===== src/design/cci_pkg.sv =====
// Shared widths, register codes and reset values for the carousel cup indexer.
// Used by the channel interfaces and every module of the block; depends on nothing.
`default_nettype none

package cci_pkg;

   localparam int ENC_W      = 32;  // encoder count and rounded target
   localparam int RND_W      = 33;  // unsaturated rounded target
   localparam int CUP_W      = 4;
   localparam int POWER_W    = 8;
   localparam int TPC_W      = 16;
   localparam int FAR_W      = 6;
   localparam int CSR_IDX_W  = 2;
   localparam int CSR_DATA_W = 16;

   typedef enum logic [CSR_IDX_W-1:0] {
      CSR_TICKS_PER_CUP = 2'd0,
      CSR_FORWARD_POWER = 2'd1,
      CSR_REVERSE_POWER = 2'd2,
      CSR_FAR_THRESHOLD = 2'd3
   } csr_index_type;

   typedef enum logic {
      MODE_SAMPLE  = 1'b0,
      MODE_COMMAND = 1'b1
   } mode_type;

   localparam logic [TPC_W-1:0]          TPC_RESET     = 16'd1708;  // 6.67 in Q8.8
   localparam logic signed [POWER_W-1:0] FWD_PWR_RESET = 8'sd3;
   localparam logic signed [POWER_W-1:0] REV_PWR_RESET = -8'sd5;
   localparam logic [FAR_W-1:0]          FAR_RESET     = 6'd5;

endpackage

`default_nettype wire


===== src/design/cci_if.sv =====
// Valid/ready channel interfaces of the carousel cup indexer: request, response, csr write.
// Depends on cci_pkg for field widths and the register index type.
`default_nettype none

interface cci_req_if;
   logic                              valid;
   logic                              ready;
   cci_pkg::mode_type                 mode;
   logic signed [cci_pkg::ENC_W-1:0]  encoder_count;
   logic [cci_pkg::CUP_W-1:0]         target_cup;

   modport source (output valid, mode, encoder_count, target_cup, input ready);
   modport sink   (input valid, mode, encoder_count, target_cup, output ready);
endinterface

interface cci_rsp_if;
   logic                               valid;
   logic                               ready;
   logic signed [cci_pkg::POWER_W-1:0] motor_power;
   logic                               is_moving;
   logic [cci_pkg::CUP_W-1:0]          current_cup;
   logic signed [cci_pkg::ENC_W-1:0]   target_ticks;

   modport source (output valid, motor_power, is_moving, current_cup, target_ticks,
                   input ready);
   modport sink   (input valid, motor_power, is_moving, current_cup, target_ticks,
                   output ready);
endinterface

interface cci_csr_if;
   logic                              valid;
   logic                              ready;
   cci_pkg::csr_index_type            index;
   logic [cci_pkg::CSR_DATA_W-1:0]    data;

   modport source (output valid, index, data, input ready);
   modport sink   (input valid, index, data, output ready);
endinterface

`default_nettype wire


===== src/design/cci_round.sv =====
// Rounds a signed fixed-point position to whole encoder ticks, half away from zero.
// Depends on cci_pkg for the rounded width.
`default_nettype none

module cci_round #(
   parameter int FRACTION_BITS = 8
) (
   input  wire logic [32+FRACTION_BITS-1:0]      pos,
   output logic signed [cci_pkg::RND_W-1:0]      rounded
);

   localparam int POS_W = 32 + FRACTION_BITS;
   localparam logic [POS_W:0] HALF = (POS_W+1)'(1) << (FRACTION_BITS - 1);

   logic [POS_W:0] sum;

   // Negative values take half minus one, which turns the floor into round away from zero.
   always_comb begin
      sum     = {pos[POS_W-1], pos} + HALF - {{POS_W{1'b0}}, pos[POS_W-1]};
      rounded = sum[POS_W:FRACTION_BITS];
   end

endmodule

`default_nettype wire


===== src/design/carousel_cup_indexer.sv =====
// Top level of the carousel cup indexer: csr bank, input register, position update.
// Depends on cci_pkg, the channel interfaces in cci_if.sv and cci_round.
//
// Usage:
//   req_ch carries one encoder sample per transaction, optionally with a cup command
//   (mode = command, target_cup). rsp_ch returns exactly one transaction per request:
//   motor power, moving flag, last reached cup and the rounded, saturated target.
//   csr_ch writes ticks_per_cup_q8 (0), forward_power (1), reverse_power (2) and
//   far_threshold (3); it is always ready and should be used only while idle.
// Timing:
//   A request lands in an input register; when rsp_ch is not stalled the carousel state
//   is updated and the response register is loaded from the input register.
//   One transaction per cycle is sustained while rsp_ch is not stalled: the finish check,
//   the cup-count multiply and the target add all sit in that single stage.
// Reset:
//   Synchronous reset clears the state (not homed, stopped, cup 0, target 0) and
//   reloads the csr defaults. The first command homes cup 0 to the encoder.
// Backpressure:
//   While rsp_ch is stalled the response and input registers hold; req_ch stays
//   ready until the input register is occupied too.
`default_nettype none

module carousel_cup_indexer #(
   parameter int CUP_COUNT     = 12,
   parameter int FRACTION_BITS = 8
) (
   input  wire logic  clock,
   input  wire logic  reset,
   cci_req_if.sink    req_ch,
   cci_rsp_if.source  rsp_ch,
   cci_csr_if.sink    csr_ch
);

   localparam int POS_W = 32 + FRACTION_BITS;
   localparam int CNT_W = $clog2(CUP_COUNT + 64);   // holds CUP_COUNT + 15 and far_threshold
   localparam int SW    = CNT_W + 1;
   localparam int DLT_W = CNT_W + cci_pkg::TPC_W;
   localparam logic [CNT_W-1:0]        CUPS_U = CNT_W'(CUP_COUNT);
   localparam logic signed [SW-1:0]    CUPS_S = SW'(CUP_COUNT);

   // csr bank
   logic [cci_pkg::TPC_W-1:0]           tpc_ff;
   logic signed [cci_pkg::POWER_W-1:0]  fwd_pwr_ff;
   logic signed [cci_pkg::POWER_W-1:0]  rev_pwr_ff;
   logic [cci_pkg::FAR_W-1:0]           far_ff;

   // input register
   logic                                s1_valid_ff;
   cci_pkg::mode_type                   s1_mode_ff;
   logic signed [cci_pkg::ENC_W-1:0]    s1_enc_ff;
   logic [cci_pkg::CUP_W-1:0]           s1_cup_ff;

   // carousel state
   logic [POS_W-1:0]                    ref_ff, ref_in;
   logic [POS_W-1:0]                    target_ff, target_in;
   logic [cci_pkg::CUP_W-1:0]           reached_ff, reached_in;
   logic [cci_pkg::CUP_W-1:0]           goal_ff, goal_in;
   logic                                homed_ff, homed_in;
   logic                                motion_ff, motion_in;
   logic signed [cci_pkg::POWER_W-1:0]  drive_ff, drive_in;

   // response register
   logic                                rsp_valid_ff;
   logic signed [cci_pkg::POWER_W-1:0]  rsp_power_ff, rsp_power_in;
   logic                                rsp_moving_ff;
   logic [cci_pkg::CUP_W-1:0]           rsp_cup_ff;
   logic signed [cci_pkg::ENC_W-1:0]    rsp_ticks_ff, rsp_ticks_in;

   logic                                advance;
   logic                                step;
   logic signed [cci_pkg::RND_W-1:0]    rt_chk;
   logic signed [cci_pkg::RND_W-1:0]    rt_out;
   logic signed [cci_pkg::RND_W-1:0]    enc_ext;
   logic                                finish;
   logic                                cmd;
   logic signed [SW-1:0]                d;
   logic signed [SW-1:0]                far_s;
   logic signed [SW-1:0]                n_s;
   logic [DLT_W-1:0]                    delta;
   logic                                add_dir;

   assign advance      = !rsp_valid_ff || rsp_ch.ready;
   assign step         = s1_valid_ff && advance;
   assign req_ch.ready = !s1_valid_ff || advance;
   assign csr_ch.ready = 1'b1;

   always_ff @(posedge clock) begin
      if (reset) begin
         tpc_ff     <= cci_pkg::TPC_RESET;
         fwd_pwr_ff <= cci_pkg::FWD_PWR_RESET;
         rev_pwr_ff <= cci_pkg::REV_PWR_RESET;
         far_ff     <= cci_pkg::FAR_RESET;
      end else if (csr_ch.valid) begin
         case (csr_ch.index)
            cci_pkg::CSR_TICKS_PER_CUP: tpc_ff     <= csr_ch.data;
            cci_pkg::CSR_FORWARD_POWER: fwd_pwr_ff <= csr_ch.data[cci_pkg::POWER_W-1:0];
            cci_pkg::CSR_REVERSE_POWER: rev_pwr_ff <= csr_ch.data[cci_pkg::POWER_W-1:0];
            cci_pkg::CSR_FAR_THRESHOLD: far_ff     <= csr_ch.data[cci_pkg::FAR_W-1:0];
            default: ;
         endcase
      end
   end

   cci_round #(.FRACTION_BITS(FRACTION_BITS)) u_round_chk (
      .pos     (target_ff),
      .rounded (rt_chk)
   );

   cci_round #(.FRACTION_BITS(FRACTION_BITS)) u_round_out (
      .pos     (target_in),
      .rounded (rt_out)
   );

   always_comb begin
      enc_ext = cci_pkg::RND_W'(s1_enc_ff);

      // finish check of a running move
      finish = motion_ff && ((drive_ff == '0) ||
                             (drive_ff > 0 && enc_ext >= rt_chk) ||
                             (drive_ff < 0 && enc_ext <= rt_chk));

      motion_in  = motion_ff && !finish;
      drive_in   = finish ? '0 : drive_ff;
      reached_in = finish ? goal_ff : reached_ff;
      ref_in     = finish ? target_ff : ref_ff;
      target_in  = target_ff;
      goal_in    = goal_ff;
      homed_in   = homed_ff;

      cmd = (s1_mode_ff == cci_pkg::MODE_COMMAND) && !motion_in &&
            (CNT_W'(s1_cup_ff) < CUPS_U);

      // home cup 0 on the first command
      if (cmd && !homed_ff) begin
         reached_in = '0;
         ref_in     = {s1_enc_ff, {FRACTION_BITS{1'b0}}};
         homed_in   = 1'b1;
      end

      d     = signed'(SW'(s1_cup_ff)) - signed'(SW'(reached_in));
      far_s = signed'(SW'(far_ff));
      if (d > 0 && d > far_s) begin
         n_s     = CUPS_S - d;
         add_dir = 1'b0;
      end else if (d > 0) begin
         n_s     = d;
         add_dir = 1'b1;
      end else if (d < -far_s) begin
         n_s     = CUPS_S + d;
         add_dir = 1'b1;
      end else begin
         n_s     = -d;
         add_dir = 1'b0;
      end
      delta = n_s[CNT_W-1:0] * tpc_ff;

      if (cmd && (s1_cup_ff != reached_in)) begin
         drive_in  = add_dir ? fwd_pwr_ff : rev_pwr_ff;
         target_in = add_dir ? ref_in + POS_W'(delta) : ref_in - POS_W'(delta);
         goal_in   = s1_cup_ff;
         motion_in = 1'b1;
      end

      rsp_power_in = motion_in ? drive_in : '0;

      // saturate the rounded target to 32 bits
      if (rt_out[cci_pkg::RND_W-1] != rt_out[cci_pkg::RND_W-2]) begin
         rsp_ticks_in = rt_out[cci_pkg::RND_W-1] ? {1'b1, {(cci_pkg::ENC_W-1){1'b0}}}
                                                 : {1'b0, {(cci_pkg::ENC_W-1){1'b1}}};
      end else begin
         rsp_ticks_in = rt_out[cci_pkg::ENC_W-1:0];
      end
   end

   always_ff @(posedge clock) begin
      if (reset) begin
         s1_valid_ff  <= 1'b0;
         rsp_valid_ff <= 1'b0;
         ref_ff       <= '0;
         target_ff    <= '0;
         reached_ff   <= '0;
         goal_ff      <= '0;
         homed_ff     <= 1'b0;
         motion_ff    <= 1'b0;
         drive_ff     <= '0;
      end else begin
         if (req_ch.ready) begin
            s1_valid_ff <= req_ch.valid;
         end
         if (advance) begin
            rsp_valid_ff <= s1_valid_ff;
         end
         if (step) begin
            ref_ff     <= ref_in;
            target_ff  <= target_in;
            reached_ff <= reached_in;
            goal_ff    <= goal_in;
            homed_ff   <= homed_in;
            motion_ff  <= motion_in;
            drive_ff   <= drive_in;
         end
      end
   end

   // payload registers: hold while stalled
   always_ff @(posedge clock) begin
      if (req_ch.valid && req_ch.ready) begin
         s1_mode_ff <= req_ch.mode;
         s1_enc_ff  <= req_ch.encoder_count;
         s1_cup_ff  <= req_ch.target_cup;
      end
      if (step) begin
         rsp_power_ff  <= rsp_power_in;
         rsp_moving_ff <= motion_in;
         rsp_cup_ff    <= reached_in;
         rsp_ticks_ff  <= rsp_ticks_in;
      end
   end

   assign rsp_ch.valid        = rsp_valid_ff;
   assign rsp_ch.motor_power  = rsp_power_ff;
   assign rsp_ch.is_moving    = rsp_moving_ff;
   assign rsp_ch.current_cup  = rsp_cup_ff;
   assign rsp_ch.target_ticks = rsp_ticks_ff;

   a_stopped_no_power: assert property (@(posedge clock) disable iff (reset)
      rsp_valid_ff && !rsp_moving_ff |-> rsp_power_ff == '0)
      else $error("stopped response carries motor power");

   a_idle_drive_zero: assert property (@(posedge clock) disable iff (reset)
      !motion_ff |-> drive_ff == '0)
      else $error("drive power left set while idle");

   a_motion_homed: assert property (@(posedge clock) disable iff (reset)
      motion_ff |-> homed_ff)
      else $error("move in progress before homing");

   a_cups_in_range: assert property (@(posedge clock) disable iff (reset)
      (CNT_W'(reached_ff) < CUPS_U) && (CNT_W'(goal_ff) < CUPS_U))
      else $error("cup index out of range");

   a_state_holds_on_stall: assert property (@(posedge clock) disable iff (reset)
      !step |=> $stable(target_ff) && $stable(motion_ff) && $stable(reached_ff))
      else $error("carousel state changed without a transaction");

endmodule

`default_nettype wire

===== src/flat_wrapper.sv =====
// flat-port wrapper written by rule: the top's interface ports become plain ports
module carousel_cup_indexer_flat 
#(
   parameter int CUP_COUNT     = 12,
   parameter int FRACTION_BITS = 8
)
  (clock, reset, req_ch_valid, req_ch_mode, req_ch_encoder_count, req_ch_target_cup, req_ch_ready, rsp_ch_valid, rsp_ch_motor_power, rsp_ch_is_moving, rsp_ch_current_cup, rsp_ch_target_ticks, rsp_ch_ready, csr_ch_valid, csr_ch_index, csr_ch_data, csr_ch_ready);
  cci_req_if req_ch_i ();
  cci_rsp_if rsp_ch_i ();
  cci_csr_if csr_ch_i ();
  input  wire logic clock;
  input  wire logic reset;
  input wire logic [$bits(req_ch_i.valid)-1:0] req_ch_valid;
  input wire logic [$bits(req_ch_i.mode)-1:0] req_ch_mode;
  input wire logic [$bits(req_ch_i.encoder_count)-1:0] req_ch_encoder_count;
  input wire logic [$bits(req_ch_i.target_cup)-1:0] req_ch_target_cup;
  output wire logic [$bits(req_ch_i.ready)-1:0] req_ch_ready;
  output wire logic [$bits(rsp_ch_i.valid)-1:0] rsp_ch_valid;
  output wire logic [$bits(rsp_ch_i.motor_power)-1:0] rsp_ch_motor_power;
  output wire logic [$bits(rsp_ch_i.is_moving)-1:0] rsp_ch_is_moving;
  output wire logic [$bits(rsp_ch_i.current_cup)-1:0] rsp_ch_current_cup;
  output wire logic [$bits(rsp_ch_i.target_ticks)-1:0] rsp_ch_target_ticks;
  input wire logic [$bits(rsp_ch_i.ready)-1:0] rsp_ch_ready;
  input wire logic [$bits(csr_ch_i.valid)-1:0] csr_ch_valid;
  input wire logic [$bits(csr_ch_i.index)-1:0] csr_ch_index;
  input wire logic [$bits(csr_ch_i.data)-1:0] csr_ch_data;
  output wire logic [$bits(csr_ch_i.ready)-1:0] csr_ch_ready;
  assign req_ch_i.valid = req_ch_valid;
  assign req_ch_i.mode = req_ch_mode;
  assign req_ch_i.encoder_count = req_ch_encoder_count;
  assign req_ch_i.target_cup = req_ch_target_cup;
  assign req_ch_ready = req_ch_i.ready;
  assign rsp_ch_valid = rsp_ch_i.valid;
  assign rsp_ch_motor_power = rsp_ch_i.motor_power;
  assign rsp_ch_is_moving = rsp_ch_i.is_moving;
  assign rsp_ch_current_cup = rsp_ch_i.current_cup;
  assign rsp_ch_target_ticks = rsp_ch_i.target_ticks;
  assign rsp_ch_i.ready = rsp_ch_ready;
  assign csr_ch_i.valid = csr_ch_valid;
  assign csr_ch_i.index = csr_ch_index;
  assign csr_ch_i.data = csr_ch_data;
  assign csr_ch_ready = csr_ch_i.ready;
  carousel_cup_indexer #(.CUP_COUNT(CUP_COUNT), .FRACTION_BITS(FRACTION_BITS)) u_core (.clock(clock), .reset(reset), .req_ch(req_ch_i), .rsp_ch(rsp_ch_i), .csr_ch(csr_ch_i));
endmodule

===== config.mk =====
export PLATFORM = sky130hd
export DESIGN_NAME = carousel_cup_indexer_flat
export DESIGN_NICKNAME = d
export VERILOG_FILES = /design/src/design/cci_pkg.sv /design/src/design/cci_if.sv /design/src/design/cci_round.sv /design/src/design/carousel_cup_indexer.sv /design/src/flat_wrapper.sv
export SDC_FILE = /design/constraint.sdc
export NUM_CORES = 1
export LEC_CHECK = 0
export CAP_MARGIN = 20
export CELL_PAD_IN_SITES_DETAIL_PLACEMENT = 1
export CELL_PAD_IN_SITES_GLOBAL_PLACEMENT = 1
export CORE_MARGIN = 8
export CORE_UTILIZATION = 55
export CTS_BUF_LIST = sky130_fd_sc_hd__clkbuf_4
export CTS_CLUSTER_SIZE = 14
export DETAILED_ROUTE_END_ITERATION = 12
export DONT_BUFFER_PORTS = 1
export PLACE_DENSITY = 0.9
export SYNTH_ARGS = -nofsm -noshare
export SYNTH_HDL_FRONTEND = slang
export SYNTH_HIERARCHICAL = 1
export SYNTH_SLANG_ARGS = --single-unit

===== constraint.sdc =====
create_clock -name clock -period 25.2 [get_ports clock]
set_input_delay 2.52 -clock clock [delete_from_list [all_inputs] [get_ports clock]]
set_output_delay 2.52 -clock clock [all_outputs]
set_load 0.005 [all_outputs]

==> out/metrics.csv, run 1 <==
stage,metric,value,unit
worst_hold_path,hp-start,u_core/ref_ff[32],
routing,ant_nets,0,
routing,via_per_inst,6.21,
sta,slew_violations,0,
sta,setup_viol_count_final,0,
sta,min_period,21330,ps
routing,remaining_drc_errors,0,
synthesis,synth_seq_cells,220,
critical_path,path_max_fanout,32,
place,place.gp.congestion,0.945,
routing,wirelength,71200,µm
run,drv_cap,0,
synthesis,syn_avg_cell_area,8.29,µm²
synthesis,syn-cell-area,21800,µm²
clocking,postCtsSetupBuffers,0,
clocking,clock_path_buffers,3,
place,hpwlAfterDp,54400,µm
clocking,hold_buffers,0,
worst_hold_path,hold_path_class,reg -> reg,
layout,final_cell_mix,"351 x nand2_1, 250 x inv_1, 240 x a21oi_1, 208 x ha_1, 139 x nor2_1",
die,core,39400,µm²
critical_path,reg2reg_to,u_core/rsp_ch.target_ticks[6],
critical_path,regToRegSetupSlack,3870,ps
place,io_buffers,0,
synthesis,yosys_warnings,6,
synthesis,synth_top_area_cell,dfxtp_1,
synthesis,synth_top_family_by_area,compound AO/OA/AOI/OAI gates,
clocking,cts_tree,built,
global_routing,overflow,0,
clocking,cts_resized,0,
sta,worst_pin_slew,1070,ps
synthesis,ys.flop_type,dfxtp_1,
global_routing,grt_pass1_wl,113000,µm
synthesis,synthCells,2626,
die,num_io_pins,108,
synthesis,synth_nets,2965,
synthesis,synthMuxAreaShare,6.29,%
critical_path,slowest_delay,890,ps
routing,drt_iter0_markers,1260,
routing,wl_per_cell,22.4,µm
layout,drive_gt1_share,9.89,%
sta,fmax,46.9,MHz
critical_path,cp_slowest_cell,ha_1,
clocking,cts-buffers-inserted,69,
sta,slew_headroom,27.7,%
clocking,cts_sinks,220,
critical_path,timing.rr.start,u_core/target_ff[11],
clocking,clk_latency,830,ps
global_routing,grt_start_max_net_pins,147,
routing,vias,19800,
layout,syn_to_final_growth,5.83,%
layout,multi_input_area,15200,µm²
worst_hold_path,min_to,u_core/ref_ff[32],
die,initial_core_util,55.3,%
layout,regArea,5230,µm²
critical_path,worstSetupEndpointType,flip-flop,
routing,dr.pass1.iters,5,
synthesis,netlist-cell-type-count,107,
synthesis,synth-compound-area-share,21.1,%
synthesis,async_flop_share,0,%
die,die_y,215,µm
critical_path,cp_common_cell,ha_1,
global_routing,grt_antenna_before_repair,4,
sta,fin_tns_setup,0,ps
sta,grt_setup_unrepaired,no,
sta,finClkSkew,69.7,ps
critical_path,cp.required,25720,ps
layout,final_nets,2946,
sta,finalHoldViolCount,0,
global_routing,grtUsageTotal,29.9,%
synthesis,synthSimpleGateAreaFrac,18.2,%
critical_path,arrival,21860,ps
synthesis,synth_edf_count,82,
synthesis,synth_top_cell_area_share,12.7,%
critical_path,crit_path_start_kind,flip-flop,
synthesis,synth.area.top_cells,"dfxtp_1 13%, ha_1 12%, edfxtp_1 11%",
synthesis,ys_seq_area_share,24.0,%
clocking,htree_levels,3,
layout,final_common_cell,nand2_1,
die,die_x,215,µm
synthesis,synthXorXnorAreaFrac,5.43,%
critical_path,ff2ff_path_depth,73,
die,fp-row-count,73,
synthesis,synthAdderAreaFrac,18.5,%
die,dieArea,46200,µm²
sta,timing.final.crit_share,84.7,%
critical_path,crit_type,reg -> reg,
worst_hold_path,worstHoldPathCells,2,
layout,fillers,4801,
status,outcome,"complete, no violations",
clocking,clockRootBuffer,clkbuf_4,
global_routing,grt_pass1_vias,21400,
clocking,path_clk_slew,60,ps
-- logic make-up (layout without fill, tap and decap cells) --
logic type,count (synthesis),after routing
other,1,4
flip-flops,220,220
buffers and inverters,357,389
adder cells (fa/ha/maj),280,280
XOR/XNOR,135,135
AND/OR/NAND/NOR,821,821
multiplexers,125,125
AO/OA/AOI/OAI,687,687
-- synth_stat cells, types with 9 or more instances --
cell,count
nand2_1,351
inv_1,250
a21oi_1,240
ha_1,208
nor2_1,140
dfxtp_1,138
a21o_1,96
xnor2_1,92
o21ai_0,87
edfxtp_1,82
and2_1,71
fa_1,71
clkbuf_1,67
mux2_2,62
xor2_1,43
a31oi_1,41
nand3_1,34
mux2_1,33
nor2b_1,33
nor3_1,33
buf_2,31
nand2b_1,31
mux2i_1,30
nand4_1,26
o21bai_1,23
a211oi_1,22
nand3b_1,21
o21a_1,16
o21ai_1,15
and3_1,13
or2_2,13
o211ai_1,10
a211o_1,9
a2bb2oi_1,9
o31ai_1,9
-- worst max-delay path by stage --
stage	start	end	slack [ps]
after CTS	u_core/target_ff[8]	u_core/rsp_ch.target_ticks[3]	3950
after floorplan	u_core/target_ff[8]	u_core/rsp_ch.target_ticks[10]	7900
after detailed placement	u_core/target_ff[11]	u_core/rsp_ch.target_ticks[22]	4090
after global routing	u_core/target_ff[8]	u_core/rsp_ch.target_ticks[6]	2520
after global placement	u_core/target_ff[11]	u_core/rsp_ch.target_ticks[1]	4880
final	u_core/target_ff[11]	u_core/rsp_ch.target_ticks[6]	3870
-- flip-flops by register name, summed over array words and instances (netlist names) --
register                    flops
u_core/tpc_ff                  16
u_core/s1_valid_ff              1
u_core/rev_pwr_ff               8
u_core/homed_ff                 1
u_core/rsp_ch.is_moving         1
u_core/reached_ff               4
u_core/ref_ff                  40
u_core/goal_ff                  4
u_core/rsp_ch.valid             1
u_core/rsp_ch.motor_power       8
u_core/rsp_ch.current_cup       4
u_core/rsp_ch.target_ticks     32
u_core/drive_ff                 8
u_core/s1_cup_ff                4
u_core/s1_mode_ff               1
u_core/motion_ff                1
u_core/fwd_pwr_ff               8
u_core/s1_enc_ff               32
u_core/far_ff                   6
u_core/target_ff               40
-- worst max-delay path, delay by kind of cell (launching register included) --
family | cells | cell delay (ps)
AO/OA/AOI/OAI | 33 | 9000
XOR/XNOR | 2 | 430
adder cells (fa/ha/maj) | 12 | 5540
buffers and inverters | 6 | 750
flip-flops | 1 | 500
multiplexers | 1 | 330
AND/OR/NAND/NOR | 19 | 4520
-- routing by layer --
layer	share of wire, %	track usage, %	routed length [µm]	vias up
met5	0.031	0	22	-
met4	5.3	16.5	3750	4
met3	4.2	5.11	3010	197
met2	50	53.2	35600	545
met1	40	33.8	28800	9831
li1	-	-	-	9203
-- cell type report --
cell class	instances	area share [%]
multi-input cells	2049	65.9
flip-flops and latches	220	22.7
inverters	251	4.09
clock buffers	99	3.23
well taps	525	2.85
repair buffers	16	0.662
clock inverters	23	0.608
diodes	3	0.0326
-- per-stage QoR --
stage / setup WS (ps) / hold slack, ps / std cells / util, % / cell area, µm²
after global placement: 4880 / 434 / 3059 / 56.1 / 22100
final: 3870 / 451 / 3186 / 58.5 / 23000
after CTS: 3950 / 451 / 3181 / 58.4 / 23000
after detailed placement: 4090 / 442 / 3059 / 56.1 / 22100
after floorplan: 7900 / 433 / 2626 / - / 21800
after global routing: 2520 / 458 / 3186 / 58.5 / 23000
Power of run 1 is not shown: default switching activity piles up to over one toggle a cycle in this logic, so the estimate is an artifact.
==> run 2: changes to the inputs <==
--- a/config.mk
+++ b/config.mk
@@ -5,16 +5,17 @@
 export SDC_FILE = /design/constraint.sdc
 export NUM_CORES = 1
 export LEC_CHECK = 0
+export ABC_AREA = 1
 export CAP_MARGIN = 20
 export CELL_PAD_IN_SITES_DETAIL_PLACEMENT = 1
 export CELL_PAD_IN_SITES_GLOBAL_PLACEMENT = 1
 export CORE_MARGIN = 8
-export CORE_UTILIZATION = 55
+export CORE_UTILIZATION = 48
 export CTS_BUF_LIST = sky130_fd_sc_hd__clkbuf_4
 export CTS_CLUSTER_SIZE = 14
 export DETAILED_ROUTE_END_ITERATION = 12
 export DONT_BUFFER_PORTS = 1
-export PLACE_DENSITY = 0.9
+export PLACE_DENSITY = 0.85
 export SYNTH_ARGS = -nofsm -noshare
 export SYNTH_HDL_FRONTEND = slang
 export SYNTH_HIERARCHICAL = 1
==> constraint.sdc (replaced) <==
create_clock -name clock -period 20.8 [get_ports clock]
set_input_delay 2.08 -clock clock [delete_from_list [all_inputs] [get_ports clock]]
set_output_delay 2.08 -clock clock [all_outputs]
set_load 0.005 [all_outputs]
==> run 2 against run 1 <==
Critical path depth increased by 15. Cell count is 42% higher. Clock skew fell by 16 ps.
==> out/metrics.csv, run 2 <==
stage,metric,value,unit,change
status,outcome,"complete, no violations",,
layout,final_common_cell,nand2_1,,
synthesis,syn_avg_cell_area,6.30,µm²,-24%
synthesis,synth_top_area_cell,nand2_1,,
synthesis,synth_edf_count,82,,unchanged
routing,drt_iter0_markers,1600,,+27%
critical_path,worstSetupEndpointType,flip-flop,,
global_routing,use_met1,36.4,%,+2.6 points
die,fp-row-count,82,,+12%
critical_path,cp_common_cell,nand2_1,,
routing,wirelength,86500,µm,+21%
clocking,cts_resized,0,,unchanged
critical_path,regToRegSetupSlack,2840,ps,-1030 ps
place,place.gp.congestion,0.982,,+3.9%
global_routing,grtUsageMet3,4.22,%,-0.89 points
layout,largestRegisters,"u_core/ref_ff: 40 flops, u_core/target_ff: 40 flops",,
global_routing,grt_start_max_net_pins,90,,-39%
die,die_y,240,µm,+11%
layout,finish.instance_area,25300,µm²,+10%
die,dieArea,57400,µm²,+24%
critical_path,crit_type,reg -> reg,,
sta,whs,452,ps,+1.49 ps
synthesis,synth_top_cell_area_share,17.8,%,+5.1 points
synthesis,synth_commonest_cells,"1136 x nand2_1, 714 x inv_1, 346 x nor2_1, 236 x a21oi_1, 208 x ha_1",,
routing,ant_nets,0,,unchanged
synthesis,synth_nets,4150,,+40%
run,drv_cap,0,,unchanged
clocking,htree_levels,3,,unchanged
clocking,path_clk_slew,60,ps,about the same
place,dp_cells,4410,,+44%
critical_path,slowest_delay,880,ps,about the same
sta,slew_violations,0,,unchanged
global_routing,grt_pass1_wl,136000,µm,+20%
global_routing,grt_pass1_vias,25100,,+17%
routing,via_per_inst,5.44,,-12%
place,io_buffers,0,,unchanged
global_routing,grtUsageTotal,29.9,%,about the same
critical_path,arrival,18440,ps,-3420 ps
place,place_area,24500,µm²,+11%
synthesis,synth.most_common_cell,nand2_1,,
sta,timing.final.crit_share,86.4,%,+1.7 points
clocking,postCtsSetupBuffers,0,,unchanged
sta,setup_viol_count_final,0,,unchanged
sta,worst_pin_slew,1040,ps,-35.0 ps
layout,fillers,6986,,+46%
critical_path,crit_path_start_kind,flip-flop,,
synthesis,synth_seq_cells,220,,unchanged
sta,slew_headroom,30.8,%,+3.1 points
synthesis,ys_seq_area_share,21.8,%,-2.2 points
global_routing,grt-busiest-layer,met2,,
die,num_io_pins,108,,unchanged
sta,min_period,17960,ps,-3370 ps
routing,dr.pass1.iters,7,,+2
worst_hold_path,hold_path_class,reg -> reg,,
synthesis,netlist-cell-type-count,58,,-46%
critical_path,cp.required,21280,ps,-4440 ps
synthesis,syn-cell-area,24000,µm²,+10%
clocking,clock_path_buffers,3,,unchanged
global_routing,grt_antenna_before_repair,5,,+1
clocking,clockRootBuffer,clkbuf_4,,
clocking,hold_buffers,0,,unchanged
synthesis,yosys_warnings,6,,unchanged
critical_path,path_max_fanout,32,,unchanged
sta,grt_setup_unrepaired,no,,
die,initial_core_util,48.3,%,-7.1 points
place,hpwlAfterDp,71300,µm,+31%
synthesis,synthCells,3811,,+45%
clocking,clk_latency,800,ps,-30 ps
die,core,49800,µm²,+26%
layout,drive_gt1_share,6.07,%,-3.8 points
routing,wl_per_cell,19.1,µm,-15%
critical_path,ff2ff_path_depth,88,,+21%
layout,syn_to_final_growth,5.57,%,
layout,final_cell_mix,"1135 x nand2_1, 712 x inv_1, 346 x nor2_1, 236 x a21oi_1, 208 x ha_1",,
sta,fin_tns_setup,0,ps,unchanged
sta,fmax,55.7,MHz,+19%
layout,final_nets,4145,,+41%
layout,instances_no_fill,4532,,+42%
clocking,cts_sinks,220,,unchanged
sta,finClkSkew,53.9,ps,-15.8 ps
critical_path,cp_slowest_cell,ha_1,,
clocking,cts_tree,built,,
synthesis,ys.flop_type,dfxtp_1,,
global_routing,grtUsageMet2,52.9,%,-0.30 points
worst_hold_path,worstHoldPathCells,2,,unchanged
global_routing,overflow,0,,unchanged
clocking,cts-buffers-inserted,66,,-4.3%
routing,remaining_drc_errors,0,,unchanged
die,die_x,240,µm,+11%
routing,vias,24600,,+25%
synthesis,synth.area.top_cells,"nand2_1 18%, dfxtp_1 12%, inv_1 11%",,
sta,finalHoldViolCount,0,,unchanged
synthesis,async_flop_share,0,%,unchanged
-- run 2: cell types whose count changed in the layout (fill, tap and decap cells not counted), moves of 63 or more --
cell	change
nor2_1	+207
and2_1	-63
o21ai_0	+97
nand2_1	+784
inv_1	+462
a21o_1	-86
nand3_1	+108
-- run 2: routing by layer --
layer | part of all wire [%] | routed length, µm | vias up
li1 | - | - | 12000
met1 | 42 | 36600 | 11800
met2 | 49 | 42100 | 601
met3 | 5.0 | 4370 | 211
met4 | 3.9 | 3410 | 8
met5 | 0.062 | 54 | -
-- run 2: final timing paths --
kind | startpoint | to
worst max register to register | u_core/target_ff[23] | u_core/rsp_ch.target_ticks[27]
worst min-delay path | u_core/goal_ff[0] | u_core/goal_ff[0]
worst max-delay path | u_core/target_ff[23] | u_core/rsp_ch.target_ticks[27]
worst min register to register | u_core/goal_ff[0] | u_core/goal_ff[0]
-- run 2: cells by family after synthesis --
| group | after synthesis | share of synthesized area (%) |
|---|---|---|
| and+or+nand+nor | 1793 | 31.1 |
| buffers and inverters | 824 | 13.2 |
| AOI/OAI and AO/OA | 600 | 13.7 |
| adders and majority gates | 279 | 16.8 |
| DFF | 220 | 21.8 |
| xor gates and xnor gates | 93 | 3.45 |
| other | 1 | 0.0156 |
| muxes | 1 | 0.0469 |
-- run 2: cell type report --
type	instances	area (µm²)	area share [%]
Antenna cell	3	7.51	0.0296
Clock buffer	87	653	2.58
Clock inverter	32	140	0.553
Inverter	740	2780	11.0
Multi-Input combinational cell	2767	15600	61.6
Sequential cell	220	5230	20.6
Tap cell	672	841	3.32
Timing Repair Buffer	11	82.6	0.326
-- run 2: worst max-delay path, delay by kind of cell, from the launching register on --
kind	cells	cell delay, ps
simple gates	46	6620
fa+ha+maj	14	5830
compound gates	9	2500
buf+inv	16	1630
flops	1	550
xor+xnor	3	480
-- run 2: per-stage QoR --
| stage | utilization [%] | setup WS [ps] |
|---|---|---|
| after floorplan | - | 7260 |
| after global placement | 49.3 | 3550 |
| after detailed placement | 49.3 | 3070 |
| after CTS | 50.9 | 3000 |
| after global routing | 50.9 | 1440 |
| final | 50.9 | 2840 |
Power of run 2 is left out for the same reason.
